<file path="src/hdl/weighted_random_vc_allocator_defines.svh">
// ----------------------------------------------------------------------------
// Weighted random VC allocator - assertion macros
// Shared concurrent assertion forms for the allocator's checks.
// ----------------------------------------------------------------------------
`ifndef WEIGHTED_RANDOM_VC_ALLOCATOR_DEFINES_SVH
`define WEIGHTED_RANDOM_VC_ALLOCATOR_DEFINES_SVH

// Same-cycle implication, quiet during reset
`define WRVA_ASSERT_IMPL(lbl, clk, rst_n, ante, cons, msg) \
  lbl: assert property (@(posedge clk) disable iff (!rst_n) (ante) |-> (cons)) \
    else $error(msg);

// Next-cycle implication, quiet during reset
`define WRVA_ASSERT_NEXT(lbl, clk, rst_n, ante, cons, msg) \
  lbl: assert property (@(posedge clk) disable iff (!rst_n) (ante) |=> (cons)) \
    else $error(msg);

`endif

</file>
<file path="src/hdl/wrva_pkg.sv">
// ----------------------------------------------------------------------------
// Weighted random VC allocator - package
// Sizes, status codes and the structs passed between the pipeline stages.
// ----------------------------------------------------------------------------
`default_nettype none

package wrva_pkg;

  // Design sizes
  localparam int NUM_QUEUES  = 8;
  localparam int WEIGHT_BITS = 8;
  localparam int RANDOM_BITS = 16;

  // Fixed field widths of the channels
  localparam int LANE_W     = 8;
  localparam int WEIGHTS_W  = 64;
  localparam int MASK_W     = 8;
  localparam int DRAW_W     = 16;
  localparam int QUEUE_W    = 3;
  localparam int STATUS_W   = 2;

  // Derived widths
  localparam int QIDX_W = (NUM_QUEUES > 1) ? $clog2(NUM_QUEUES) : 1;
  localparam int SUM_W  = WEIGHT_BITS + $clog2(NUM_QUEUES);
  localparam int PROD_W = RANDOM_BITS + SUM_W;

  // Configuration port
  localparam int CFG_ADDR_W = 3;
  localparam int CFG_DATA_W = 32;
  localparam logic REG_FLOW_PINNED     = 1'b0;
  localparam logic REG_QUEUE_EXCLUSIVE = 1'b1;

  typedef enum logic [STATUS_W-1:0] {
    ST_GRANTED  = 2'd0,
    ST_NO_ELIG  = 2'd1,
    ST_NO_ROUTE = 2'd2
  } status_e;

  typedef struct packed {
    logic flow_pinned;
    logic queue_exclusive;
  } cfg_t;

  typedef struct packed {
    logic [WEIGHTS_W-1:0] route_weights;
    logic [MASK_W-1:0]    queue_empty_mask;
    logic [MASK_W-1:0]    queue_claimed_mask;
    logic [MASK_W-1:0]    queue_open_mask;
    logic [MASK_W-1:0]    holds_flow_mask;
    logic [DRAW_W-1:0]    random_draw;
  } req_t;

  // Candidates and cumulative weights after the eligibility scan
  typedef struct packed {
    status_e                              status;
    logic [NUM_QUEUES-1:0]                cand;
    logic [NUM_QUEUES-1:0][SUM_W-1:0]     cum;
    logic [SUM_W-1:0]                     sum;
    logic [RANDOM_BITS-1:0]               draw;
  } mid_t;

  typedef struct packed {
    status_e             status;
    logic [QIDX_W-1:0]   queue;
  } res_t;

endpackage

`default_nettype wire

</file>
<file path="src/hdl/wrva_req_if.sv">
// ----------------------------------------------------------------------------
// Weighted random VC allocator - request channel
// Valid/ready channel carrying one allocation request item.
// ----------------------------------------------------------------------------
`default_nettype none

interface wrva_req_if;
  import wrva_pkg::*;

  logic                 valid;
  logic                 ready;
  logic [WEIGHTS_W-1:0] route_weights;
  logic [MASK_W-1:0]    queue_empty_mask;
  logic [MASK_W-1:0]    queue_claimed_mask;
  logic [MASK_W-1:0]    queue_open_mask;
  logic [MASK_W-1:0]    holds_flow_mask;
  logic [DRAW_W-1:0]    random_draw;

  modport source (
    output valid, route_weights, queue_empty_mask, queue_claimed_mask,
           queue_open_mask, holds_flow_mask, random_draw,
    input  ready
  );

  modport sink (
    input  valid, route_weights, queue_empty_mask, queue_claimed_mask,
           queue_open_mask, holds_flow_mask, random_draw,
    output ready
  );
endinterface

`default_nettype wire

</file>
<file path="src/hdl/wrva_res_if.sv">
// ----------------------------------------------------------------------------
// Weighted random VC allocator - result channel
// Valid/ready channel carrying one grant result item.
// ----------------------------------------------------------------------------
`default_nettype none

interface wrva_res_if;
  import wrva_pkg::*;

  logic                valid;
  logic                ready;
  logic [STATUS_W-1:0] grant_status;
  logic [QUEUE_W-1:0]  granted_queue;

  modport source (
    output valid, grant_status, granted_queue,
    input  ready
  );

  modport sink (
    input  valid, grant_status, granted_queue,
    output ready
  );
endinterface

`default_nettype wire

</file>
<file path="src/hdl/weighted_random_vc_allocator.sv">
// ----------------------------------------------------------------------------
// Weighted random VC allocator - top level
// Picks a virtual channel queue for a flow by weighted random draw over
// the eligible queues of its route.
// ----------------------------------------------------------------------------
//  channel   dir   handshake        payload
//  req       in    valid / ready    weights, queue masks, random draw
//  res       out   valid / ready    grant status, granted queue
//  apb       in    psel / penable   flow pinning bit, queue exclusive bit
//
//  One item per cycle sustained while results are taken; a result passes
//  the scan register, then the result register, before it is shown.
//  The eight-lane prefix sum sits in the scan stage, the draw multiply in
//  the result stage.
//  Reset clears the stage valids and both policy bits.
//  A stalled result holds every stage that is full; empty stages still fill.
// ----------------------------------------------------------------------------
`default_nettype none

`include "weighted_random_vc_allocator_defines.svh"

module weighted_random_vc_allocator (
  input  wire logic                            clk_i,
  input  wire logic                            rst_ni,
  wrva_req_if.sink                             req,
  wrva_res_if.source                           res,
  input  wire logic                            psel,
  input  wire logic                            penable,
  input  wire logic                            pwrite,
  input  wire logic [wrva_pkg::CFG_ADDR_W-1:0] paddr,
  input  wire logic [wrva_pkg::CFG_DATA_W-1:0] pwdata,
  output logic      [wrva_pkg::CFG_DATA_W-1:0] prdata,
  output logic                                 pready
);
  import wrva_pkg::*;

  cfg_t cfg;
  req_t in_q;
  mid_t mid;
  res_t res_r;

  logic v0_q, v1_q, v2_q;
  logic en0, en1, en2;

  wrva_cfg_regs u_cfg (
    .clk_i   (clk_i),
    .rst_ni  (rst_ni),
    .psel    (psel),
    .penable (penable),
    .pwrite  (pwrite),
    .paddr   (paddr),
    .pwdata  (pwdata),
    .prdata  (prdata),
    .pready  (pready),
    .cfg_o   (cfg)
  );

  // Stage advance: a stage moves when the one after it is empty or moving
  assign en2 = !v2_q || res.ready;
  assign en1 = !v1_q || en2;
  assign en0 = !v0_q || en1;
  assign req.ready = en0;

  // Stage valids
  always_ff @(posedge clk_i or negedge rst_ni) begin
    if (!rst_ni) begin
      v0_q <= 1'b0;
      v1_q <= 1'b0;
      v2_q <= 1'b0;
    end else begin
      if (en0) v0_q <= req.valid;
      if (en1) v1_q <= v0_q;
      if (en2) v2_q <= v1_q;
    end
  end

  // Input register
  always_ff @(posedge clk_i) begin
    if (en0 && req.valid) begin
      in_q.route_weights      <= req.route_weights;
      in_q.queue_empty_mask   <= req.queue_empty_mask;
      in_q.queue_claimed_mask <= req.queue_claimed_mask;
      in_q.queue_open_mask    <= req.queue_open_mask;
      in_q.holds_flow_mask    <= req.holds_flow_mask;
      in_q.random_draw        <= req.random_draw;
    end
  end

  wrva_elig u_elig (
    .clk_i  (clk_i),
    .load_i (en1 && v0_q),
    .cfg_i  (cfg),
    .req_i  (in_q),
    .mid_o  (mid)
  );

  wrva_pick u_pick (
    .clk_i  (clk_i),
    .load_i (en2 && v1_q),
    .mid_i  (mid),
    .res_o  (res_r)
  );

  assign res.valid         = v2_q;
  assign res.grant_status  = res_r.status;
  assign res.granted_queue = QUEUE_W'(res_r.queue);

  // Input stalls only when every stage is full and the result is held
  `WRVA_ASSERT_IMPL(a_stall_full, clk_i, rst_ni, !req.ready,
    v0_q && v1_q && v2_q && !res.ready, "input stalled with a free stage")

  // A refused grant reports queue zero
  `WRVA_ASSERT_IMPL(a_nogrant_zero, clk_i, rst_ni,
    res.valid && (res.grant_status != ST_GRANTED),
    res.granted_queue == '0, "non-granted result names a queue")

  // A granted scan result always carries a nonzero weight sum
  `WRVA_ASSERT_IMPL(a_grant_sum, clk_i, rst_ni,
    v1_q && (mid.status == ST_GRANTED),
    (mid.sum != '0) && (mid.cand != '0), "grant with empty candidate set")

  // A held result leaves the scan stage full or not, but keeps the result
  `WRVA_ASSERT_NEXT(a_hold_res, clk_i, rst_ni, res.valid && !res.ready,
    res.valid && $stable(res_r), "held result changed")

endmodule

`default_nettype wire

</file>
<file path="src/hdl/wrva_cfg_regs.sv">
// ----------------------------------------------------------------------------
// Weighted random VC allocator - configuration registers
// APB-style write/read access to the two flow policy bits.
// ----------------------------------------------------------------------------
`default_nettype none

module wrva_cfg_regs (
  input  wire logic                            clk_i,
  input  wire logic                            rst_ni,
  input  wire logic                            psel,
  input  wire logic                            penable,
  input  wire logic                            pwrite,
  input  wire logic [wrva_pkg::CFG_ADDR_W-1:0] paddr,
  input  wire logic [wrva_pkg::CFG_DATA_W-1:0] pwdata,
  output logic      [wrva_pkg::CFG_DATA_W-1:0] prdata,
  output logic                                 pready,
  output wrva_pkg::cfg_t                       cfg_o
);
  import wrva_pkg::*;

  cfg_t cfg_q, cfg_d;
  logic wr_en;

  // Write completes in the access phase; no wait states
  assign pready = 1'b1;
  assign wr_en  = psel & penable & pwrite;

  // Decode the register by word address
  always_comb begin
    cfg_d = cfg_q;
    if (wr_en) begin
      case (paddr[2])
        REG_FLOW_PINNED:     cfg_d.flow_pinned     = pwdata[0];
        REG_QUEUE_EXCLUSIVE: cfg_d.queue_exclusive = pwdata[0];
        default:             cfg_d = cfg_q;
      endcase
    end
  end

  always_ff @(posedge clk_i or negedge rst_ni) begin
    if (!rst_ni) begin
      cfg_q <= '0;
    end else begin
      cfg_q <= cfg_d;
    end
  end

  // Read back the addressed bit
  always_comb begin
    prdata = '0;
    case (paddr[2])
      REG_FLOW_PINNED:     prdata[0] = cfg_q.flow_pinned;
      REG_QUEUE_EXCLUSIVE: prdata[0] = cfg_q.queue_exclusive;
      default:             prdata    = '0;
    endcase
  end

  assign cfg_o = cfg_q;

endmodule

`default_nettype wire

</file>
<file path="src/hdl/wrva_elig.sv">
// ----------------------------------------------------------------------------
// Weighted random VC allocator - eligibility and prefix sum stage
// Marks candidate queues and registers their cumulative weights.
// ----------------------------------------------------------------------------
`default_nettype none

module wrva_elig (
  input  wire logic           clk_i,
  input  wire logic           load_i,
  input  wire wrva_pkg::cfg_t cfg_i,
  input  wire wrva_pkg::req_t req_i,
  output wrva_pkg::mid_t      mid_o
);
  import wrva_pkg::*;

  mid_t mid_q, mid_d;

  always_comb begin
    logic [NUM_QUEUES-1:0][WEIGHT_BITS-1:0] w;
    logic [NUM_QUEUES-1:0]                  in_route;
    logic [NUM_QUEUES-1:0]                  free;
    logic [NUM_QUEUES-1:0]                  base;
    logic [NUM_QUEUES-1:0]                  stop;
    logic [NUM_QUEUES-1:0]                  first_stop;
    logic                                   found;
    logic [SUM_W-1:0]                       acc;
    logic [SUM_W-1:0]                       weff;

    found      = 1'b0;
    first_stop = '0;
    acc        = '0;

    // Per-queue status
    for (int i = 0; i < NUM_QUEUES; i++) begin
      w[i]        = req_i.route_weights[LANE_W*i +: WEIGHT_BITS];
      in_route[i] = (w[i] != '0);
      free[i]     = !req_i.queue_claimed_mask[i] && req_i.queue_open_mask[i];
      // non-empty queue that carries this flow ends the scan in pinned mode
      stop[i]     = in_route[i] && !req_i.queue_empty_mask[i] &&
                    cfg_i.flow_pinned && req_i.holds_flow_mask[i];
      base[i]     = in_route[i] && free[i] &&
                    (req_i.queue_empty_mask[i] ||
                     !(cfg_i.queue_exclusive && !req_i.holds_flow_mask[i]));
    end

    // Find the first pinned queue
    for (int i = 0; i < NUM_QUEUES; i++) begin
      if (stop[i] && !found) begin
        first_stop[i] = 1'b1;
        found         = 1'b1;
      end
    end

    mid_d.cand = found ? (first_stop & free) : base;

    // Running weight sum over candidates; a pinned queue weighs one
    for (int i = 0; i < NUM_QUEUES; i++) begin
      weff = found ? SUM_W'(1) : SUM_W'(w[i]);
      if (mid_d.cand[i]) begin
        acc = acc + weff;
      end
      mid_d.cum[i] = acc;
    end

    mid_d.sum  = acc;
    mid_d.draw = RANDOM_BITS'(req_i.random_draw);

    if (in_route == '0) begin
      mid_d.status = ST_NO_ROUTE;
    end else if (mid_d.cand == '0) begin
      mid_d.status = ST_NO_ELIG;
    end else begin
      mid_d.status = ST_GRANTED;
    end
  end

  // Payload register, advances with the pipeline
  always_ff @(posedge clk_i) begin
    if (load_i) begin
      mid_q <= mid_d;
    end
  end

  assign mid_o = mid_q;

endmodule

`default_nettype wire

</file>
<file path="src/hdl/wrva_pick.sv">
// ----------------------------------------------------------------------------
// Weighted random VC allocator - draw and select stage
// Scales the random draw by the weight sum and picks the first candidate
// whose cumulative weight exceeds it.
// ----------------------------------------------------------------------------
`default_nettype none

module wrva_pick (
  input  wire logic           clk_i,
  input  wire logic           load_i,
  input  wire wrva_pkg::mid_t mid_i,
  output wrva_pkg::res_t      res_o
);
  import wrva_pkg::*;

  res_t              res_q, res_d;
  logic [PROD_W-1:0] prod;
  logic [SUM_W-1:0]  thresh;

  // Scaled draw: floor(draw * sum / 2^RANDOM_BITS)
  assign prod   = PROD_W'(mid_i.draw) * PROD_W'(mid_i.sum);
  assign thresh = prod[RANDOM_BITS +: SUM_W];

  // First candidate above the threshold
  always_comb begin
    logic found;
    found        = 1'b0;
    res_d.status = mid_i.status;
    res_d.queue  = '0;
    if (mid_i.status == ST_GRANTED) begin
      for (int i = 0; i < NUM_QUEUES; i++) begin
        if (!found && mid_i.cand[i] && (thresh < mid_i.cum[i])) begin
          res_d.queue = QIDX_W'(i);
          found       = 1'b1;
        end
      end
    end
  end

  always_ff @(posedge clk_i) begin
    if (load_i) begin
      res_q <= res_d;
    end
  end

  assign res_o = res_q;

endmodule

`default_nettype wire

</file>
<file path="src/flat_wrapper.sv">
// flat-port wrapper written by rule: the top's interface ports become plain ports
module weighted_random_vc_allocator_flat import wrva_pkg::*;
  (clk_i, rst_ni, psel, penable, pwrite, paddr, pwdata, prdata, pready, req_valid, req_route_weights, req_queue_empty_mask, req_queue_claimed_mask, req_queue_open_mask, req_holds_flow_mask, req_random_draw, req_ready, res_valid, res_grant_status, res_granted_queue, res_ready);
  wrva_req_if req_i ();
  wrva_res_if res_i ();
  input  wire logic clk_i;
  input  wire logic rst_ni;
  input  wire logic psel;
  input  wire logic penable;
  input  wire logic pwrite;
  input  wire logic [wrva_pkg::CFG_ADDR_W-1:0] paddr;
  input  wire logic [wrva_pkg::CFG_DATA_W-1:0] pwdata;
  output logic      [wrva_pkg::CFG_DATA_W-1:0] prdata;
  output logic pready;
  input wire logic [$bits(req_i.valid)-1:0] req_valid;
  input wire logic [$bits(req_i.route_weights)-1:0] req_route_weights;
  input wire logic [$bits(req_i.queue_empty_mask)-1:0] req_queue_empty_mask;
  input wire logic [$bits(req_i.queue_claimed_mask)-1:0] req_queue_claimed_mask;
  input wire logic [$bits(req_i.queue_open_mask)-1:0] req_queue_open_mask;
  input wire logic [$bits(req_i.holds_flow_mask)-1:0] req_holds_flow_mask;
  input wire logic [$bits(req_i.random_draw)-1:0] req_random_draw;
  output wire logic [$bits(req_i.ready)-1:0] req_ready;
  output wire logic [$bits(res_i.valid)-1:0] res_valid;
  output wire logic [$bits(res_i.grant_status)-1:0] res_grant_status;
  output wire logic [$bits(res_i.granted_queue)-1:0] res_granted_queue;
  input wire logic [$bits(res_i.ready)-1:0] res_ready;
  assign req_i.valid = req_valid;
  assign req_i.route_weights = req_route_weights;
  assign req_i.queue_empty_mask = req_queue_empty_mask;
  assign req_i.queue_claimed_mask = req_queue_claimed_mask;
  assign req_i.queue_open_mask = req_queue_open_mask;
  assign req_i.holds_flow_mask = req_holds_flow_mask;
  assign req_i.random_draw = req_random_draw;
  assign req_ready = req_i.ready;
  assign res_valid = res_i.valid;
  assign res_grant_status = res_i.grant_status;
  assign res_granted_queue = res_i.granted_queue;
  assign res_i.ready = res_ready;
  weighted_random_vc_allocator u_core (.clk_i(clk_i), .rst_ni(rst_ni), .req(req_i), .res(res_i), .psel(psel), .penable(penable), .pwrite(pwrite), .paddr(paddr), .pwdata(pwdata), .prdata(prdata), .pready(pready));
endmodule
</file>
<file path="config.mk">
export PLATFORM = sky130hd
export DESIGN_NAME = weighted_random_vc_allocator_flat
export DESIGN_NICKNAME = d
export VERILOG_FILES = /design/src/hdl/wrva_pkg.sv /design/src/hdl/wrva_req_if.sv /design/src/hdl/wrva_res_if.sv /design/src/hdl/weighted_random_vc_allocator.sv /design/src/hdl/wrva_cfg_regs.sv /design/src/hdl/wrva_elig.sv /design/src/hdl/wrva_pick.sv /design/src/flat_wrapper.sv
export VERILOG_INCLUDE_DIRS = /design/src /design/src/hdl
export SDC_FILE = /design/constraint.sdc
export NUM_CORES = 1
export LEC_CHECK = 0
export BUFFER_PORTS_ARGS = -buffer_cell sky130_fd_sc_hd__buf_2
export CORE_MARGIN = 5
export CORE_UTILIZATION = 40
export CTS_CLUSTER_SIZE = 16
export DETAILED_ROUTE_END_ITERATION = 7
export PLACE_DENSITY = 0.6
export SYNTH_ARGS = -nofsm -noshare
export SYNTH_HDL_FRONTEND = slang
export SYNTH_HIERARCHICAL = 1
export SYNTH_SLANG_ARGS = --single-unit
</file>
<file path="constraint.sdc">
create_clock -name clk_i -period 22.5 [get_ports clk_i]
set_clock_uncertainty 0.05 [all_clocks]
set_input_delay 1.125 -clock clk_i [delete_from_list [all_inputs] [get_ports clk_i]]
set_output_delay 1.125 -clock clk_i [all_outputs]
set_load 0.02 [all_outputs]
</file>
# [Yosys cells after proc, flatten, opt, wreduce, memory -nomap -nowiden]
# Cells that the tools add are included.
[word_totals] ff_bits=236 inputBits=154 output_inout_bits=40
[op_classes] add_sub_neg=7 n_mul=1 order_cmp=8 mux=55 n_bitwise=4 n_reduce_logical=154
[op_table] cell="$lt 11x11->1" n=8
[op_table] cell="$logic_and 1x1->1" n=81
[op_table] cell="$mux 8" n=10
[op_table] cell="$add 11x8->11" n=7
[op_table] cell="$mux 11" n=7
[op_table] cell="$reduce_bool 8->1" n=8
[op_table] cell="$logic_not 1->1" n=49
[op_table] cell="$mux 1" n=31
[op_table] cell="$mul 16x11->27" n=1
[op_table] cell="$mux 3" n=6
[op_table] cell="$logic_not 8->1" n=2
[op_table] cell="$logic_or 1x1->1" n=11
[op_table] cell="$and 8x8->8" n=1
[op_table] cell="$reduce_and 2->1" n=2
[op_table] cell="$and 1x1->1" n=2
[op_table] cell="$logic_not 2->1" n=1
[op_table] cell="$pmux 1 s2" n=1
[op_table] cell="$not 1->1" n=1

# [Depth between registers and ports, before layout]
[depth] depth_word=43 ltp_mapped=49 mapped_depth_nobuf=48

# [Modules after synthesis]
# Netlist, hierarchy kept.
[modules_own_cells] mod="wrva_elig" n_inst=1 cells_each=762 area_each_um2=7998.9
[modules_own_cells] mod="wrva_pick" n_inst=1 cells_each=898 area_each_um2=7447.1
[modules_own_cells] mod="weighted_random_vc_allocator" n_inst=1 cells_each=124 area_each_um2=3508.4
[modules_own_cells] mod="wrva_cfg_regs" n_inst=1 cells_each=41 area_each_um2=346.6

# [Worst setup path after synthesis]
# No wires, ideal clock.
[synth_path] kind="in2reg" startpoint="in res_ready" endpoint="reg u_core.u_elig.mid_q (netlist bit u_core/u_elig/mid_o[0]), enable pin" arrival_ns=8.987 required_ns=21.710 path_slack_ns=12.724 path_stages=2 path_cell_list="nor2b_1 > a21boi_0"
[synth_via] elab_chain_cells=3
[synth_rtl] element="from (decl)" line="flat_wrapper.sv:26" text="input wire logic [$bits(res_i.ready)-1:0] res_ready;"
[synth_rtl] element="$logic_or 1x1->1" line="weighted_random_vc_allocator.sv:59" text="assign en2 = !v2_q || res.ready;"
[synth_rtl] element="$logic_or 1x1->1" line="weighted_random_vc_allocator.sv:60" text="assign en1 = !v1_q || en2;"
[synth_rtl] element="$logic_and 1x1->1" line="weighted_random_vc_allocator.sv:91" text=".load_i (en1 && v0_q),"
[synth_rtl] element="to (signal assigned)" line="wrva_elig.sv:80" text="mid_q <= mid_d;"
[synth_rtl] element="to (decl)" line="wrva_elig.sv:16" text="mid_t mid_q, mid_d;"
# Every way passes these cells.
# A chain may end at the register's enable or synchronous reset.

==> results.txt <==
status: finished clean
Tightest Hold Check Type: input pin to async pin
highest clock rate: 88.1 MHz
CORE AREA: 0.0477 mm^2
largest net degree at the start of global routing: 85
Finish-stage setup viols: 0
Yosys cell types: 95
fin cells: 2,568
Post CTS Setup Buffer Count: 0
Final Cycle Share: 50.4%
# Max-Cap Violations: 0
worst-skew pair later-pin latency: 0.57 ns
most common cell after layout, fill and taps aside: inv_1
WS Path Type: register to register
Seq/Total Area, Yosys: 35.7%
Rel. slew slack: 31.9%
number of fill cells: 4,482
placed cells: 2,516
FFs w/ async S/R, synth: 2.17%
R2R setup slack: 11.15 ns
Clock Sinks: 230
DIE AREA: 0.0527 mm^2
top area cells in the synthesized netlist: edfxtp_1 (35%), fa_1 (14%), ha_1 (13%), inv_1 (5.1%), nand2_1 (3.0%)
cts hold-fix bufs: 0
fin crit period: 11.35 ns
vias in the first global route: 13.6k
Ports: 194
setup_tns: 0 ns
row count: 80
Worst-path clk slew: 0.06 ns
EDFF count, synth: 225
Worst-Margin Slew: 1.02 ns
GPL Wtd Cong: 0.850
first-pass GRT wire length: 72.3 mm
Via Count: 13.1k
all-layer global routing usage: 17.0%
Slew Limit Fails: 0
max incr delay on CP: 0.56 ns
Critical Path Most Common Cell: ha_1
Worst EP required: 22.74 ns
CP max-delay cell: or4_4
RR Startpoint: u_core/in_q[84]
ys flop type: edfxtp_1
DR WL/cell: 17.7 um
initial core utilization: 40.4%
Synth Warn #: 6
DR iter-0 viols: 666
Final Hold Fails: 0
port buffer count: 128
Critical Path End Type: register
CTS tree: yes
post-route antenna net violation count: 0
final net count: 2,414
mean post-synth cell area: 10.6 um^2
post-DP HPWL: 35.3 mm
most frequent cells in the layout: inv_1 (264), edfxtp_1 (225), ha_1 (198)
drt first pass iters: 5
Horiz. Die Dim: 230 um
drt drc: 0
cells after synthesis: 1,825
reg-to-reg critical path endpoint: u_core/u_elig/mid_o[26]
Clock Path Buffers: 3
R2R cell count: 45
Area Growth Syn to Fin: 10.8%
share of the synthesized area in the top cell type: 35.0%
Die Ht: 230 um
CTS Root Cell: clkbuf_16
Ant. Diodes: 0
Critical Path AT: 11.59 ns
Inserted Clock Buffers: 28
fraction of layout cells with a size suffix above 1: 13.9%
cell taking the most area after synthesis: edfxtp_1
Resized cells post-CTS: 0
CP max FO: 53
H-tree depth: 1
RSZ-0062 raised after global routing: false
CP startpoint kind: register
via density per instance: 5.09
initial antenna violation count: 0
Synth Register Bits: 230
synthesized area: 0.0193 mm^2
final global-route overflow total: 0
overall routed net length: 45.5 mm
[flip-flops by register name, summed over array words and instances, names as in the netlist]
| signal | flops |
|---|---|
| u_core/u_elig/mid_o | 108 |
| u_core/u_cfg/cfg_o | 2 |
| u_core/v0_q | 1 |
| u_core/in_q | 112 |
| u_core/u_pick/res_o | 5 |
| u_core/v1_q | 1 |
| u_core/res.valid | 1 |
[critical path, delay by kind of cell (launching register included)]
family	cells	cell delay (ns)
multiplexers	5	1.35
XOR/XNOR	4	0.48
AND/OR/NAND/NOR	12	2.72
AO/OA/AOI/OAI	15	3.28
flip-flops	1	0.39
adder cells (fa/ha/maj)	7	2.30
buffers and inverters	2	0.49
[stage by stage]
stage	hold slack (ns)	setup WS, ns	area, um^2	util, %
after global placement	0.355	11.38	20400	42.7
final	0.365	11.15	21400	44.8
after detailed placement	0.359	11.20	20400	42.7
after global routing	0.339	10.06	21400	44.8
after floorplan	0.350	12.72	19400	-
after CTS	0.342	11.11	21400	44.8
[per-layer routing]
metal  GRT usage [%]  wire length [um]
met5               0                 0
met4            4.34               960
met1            22.7             20400
met3            2.74              2380
met2            29.2             21800
[cell type report]
| type | count | area, um^2 | share of cell area (%) |
|---|---|---|---|
| Sequential cell | 230 | 6880 | 32.2 |
| Clock inverter | 23 | 295 | 1.38 |
| Clock buffer | 29 | 704 | 3.29 |
| Multi-Input combinational cell | 1260 | 11000 | 51.3 |
| Timing Repair Buffer | 144 | 761 | 3.56 |
| Inverter | 267 | 1000 | 4.70 |
| Tap cell | 615 | 769 | 3.60 |
[kinds of logic (layout without fill, tap and decap cells)]
family                     Yosys count  count (layout)  share of synthesized area, %
and+or+nand+nor                    525             525                          15.1
buffers and inverters              370             463                          8.27
xor gates and xnor gates            54              54                          2.70
DFF                                230             230                          35.7
other                                3              38                        0.0583
adders and majority gates          329             329                          26.4
muxes                               46              46                          2.70
AOI/OAI and AO/OA                  268             268                          9.10
[cell usage after synthesis (8+ instances only)]
cell and instances:
inv_1 264, edfxtp_1 225, ha_1 198, nand2_1 156
fa_1 131, and2_1 91, a21oi_1 85, and3_1 61
buf_4 51, o21ai_0 49, clkbuf_1 46, nor2_1 46
xnor2_1 34, mux2_2 33, a21o_1 27, nand4_1 20
nor4_1 19, nand2b_1 18, nor2b_1 18, nand3_1 15
xor2_1 15, nor3_1 12, o21a_1 12, o21bai_1 12
or3_1 12, a22oi_1 9, nand3b_1 9, a211oi_1 8
mux2i_1 8, o211ai_1 8, or2_2 8
[how the worst max path moves through the flow]
stage	to	startpoint	slack, ns
after global placement	u_core/u_elig/mid_o[26]	u_core/in_q[108]	11.38
after CTS	u_core/u_elig/mid_o[26]	u_core/in_q[108]	11.11
after floorplan	u_core/u_elig/mid_o[0]	res_ready	12.72
after global routing	u_core/u_elig/mid_o[26]	u_core/in_q[108]	10.06
final	u_core/u_elig/mid_o[26]	u_core/in_q[84]	11.15
after detailed placement	u_core/u_elig/mid_o[26]	u_core/in_q[108]	11.20
Power is left out: the tool's default activity adds up to more than one toggle a clock period on the data nets, which glitch-free logic cannot reach.
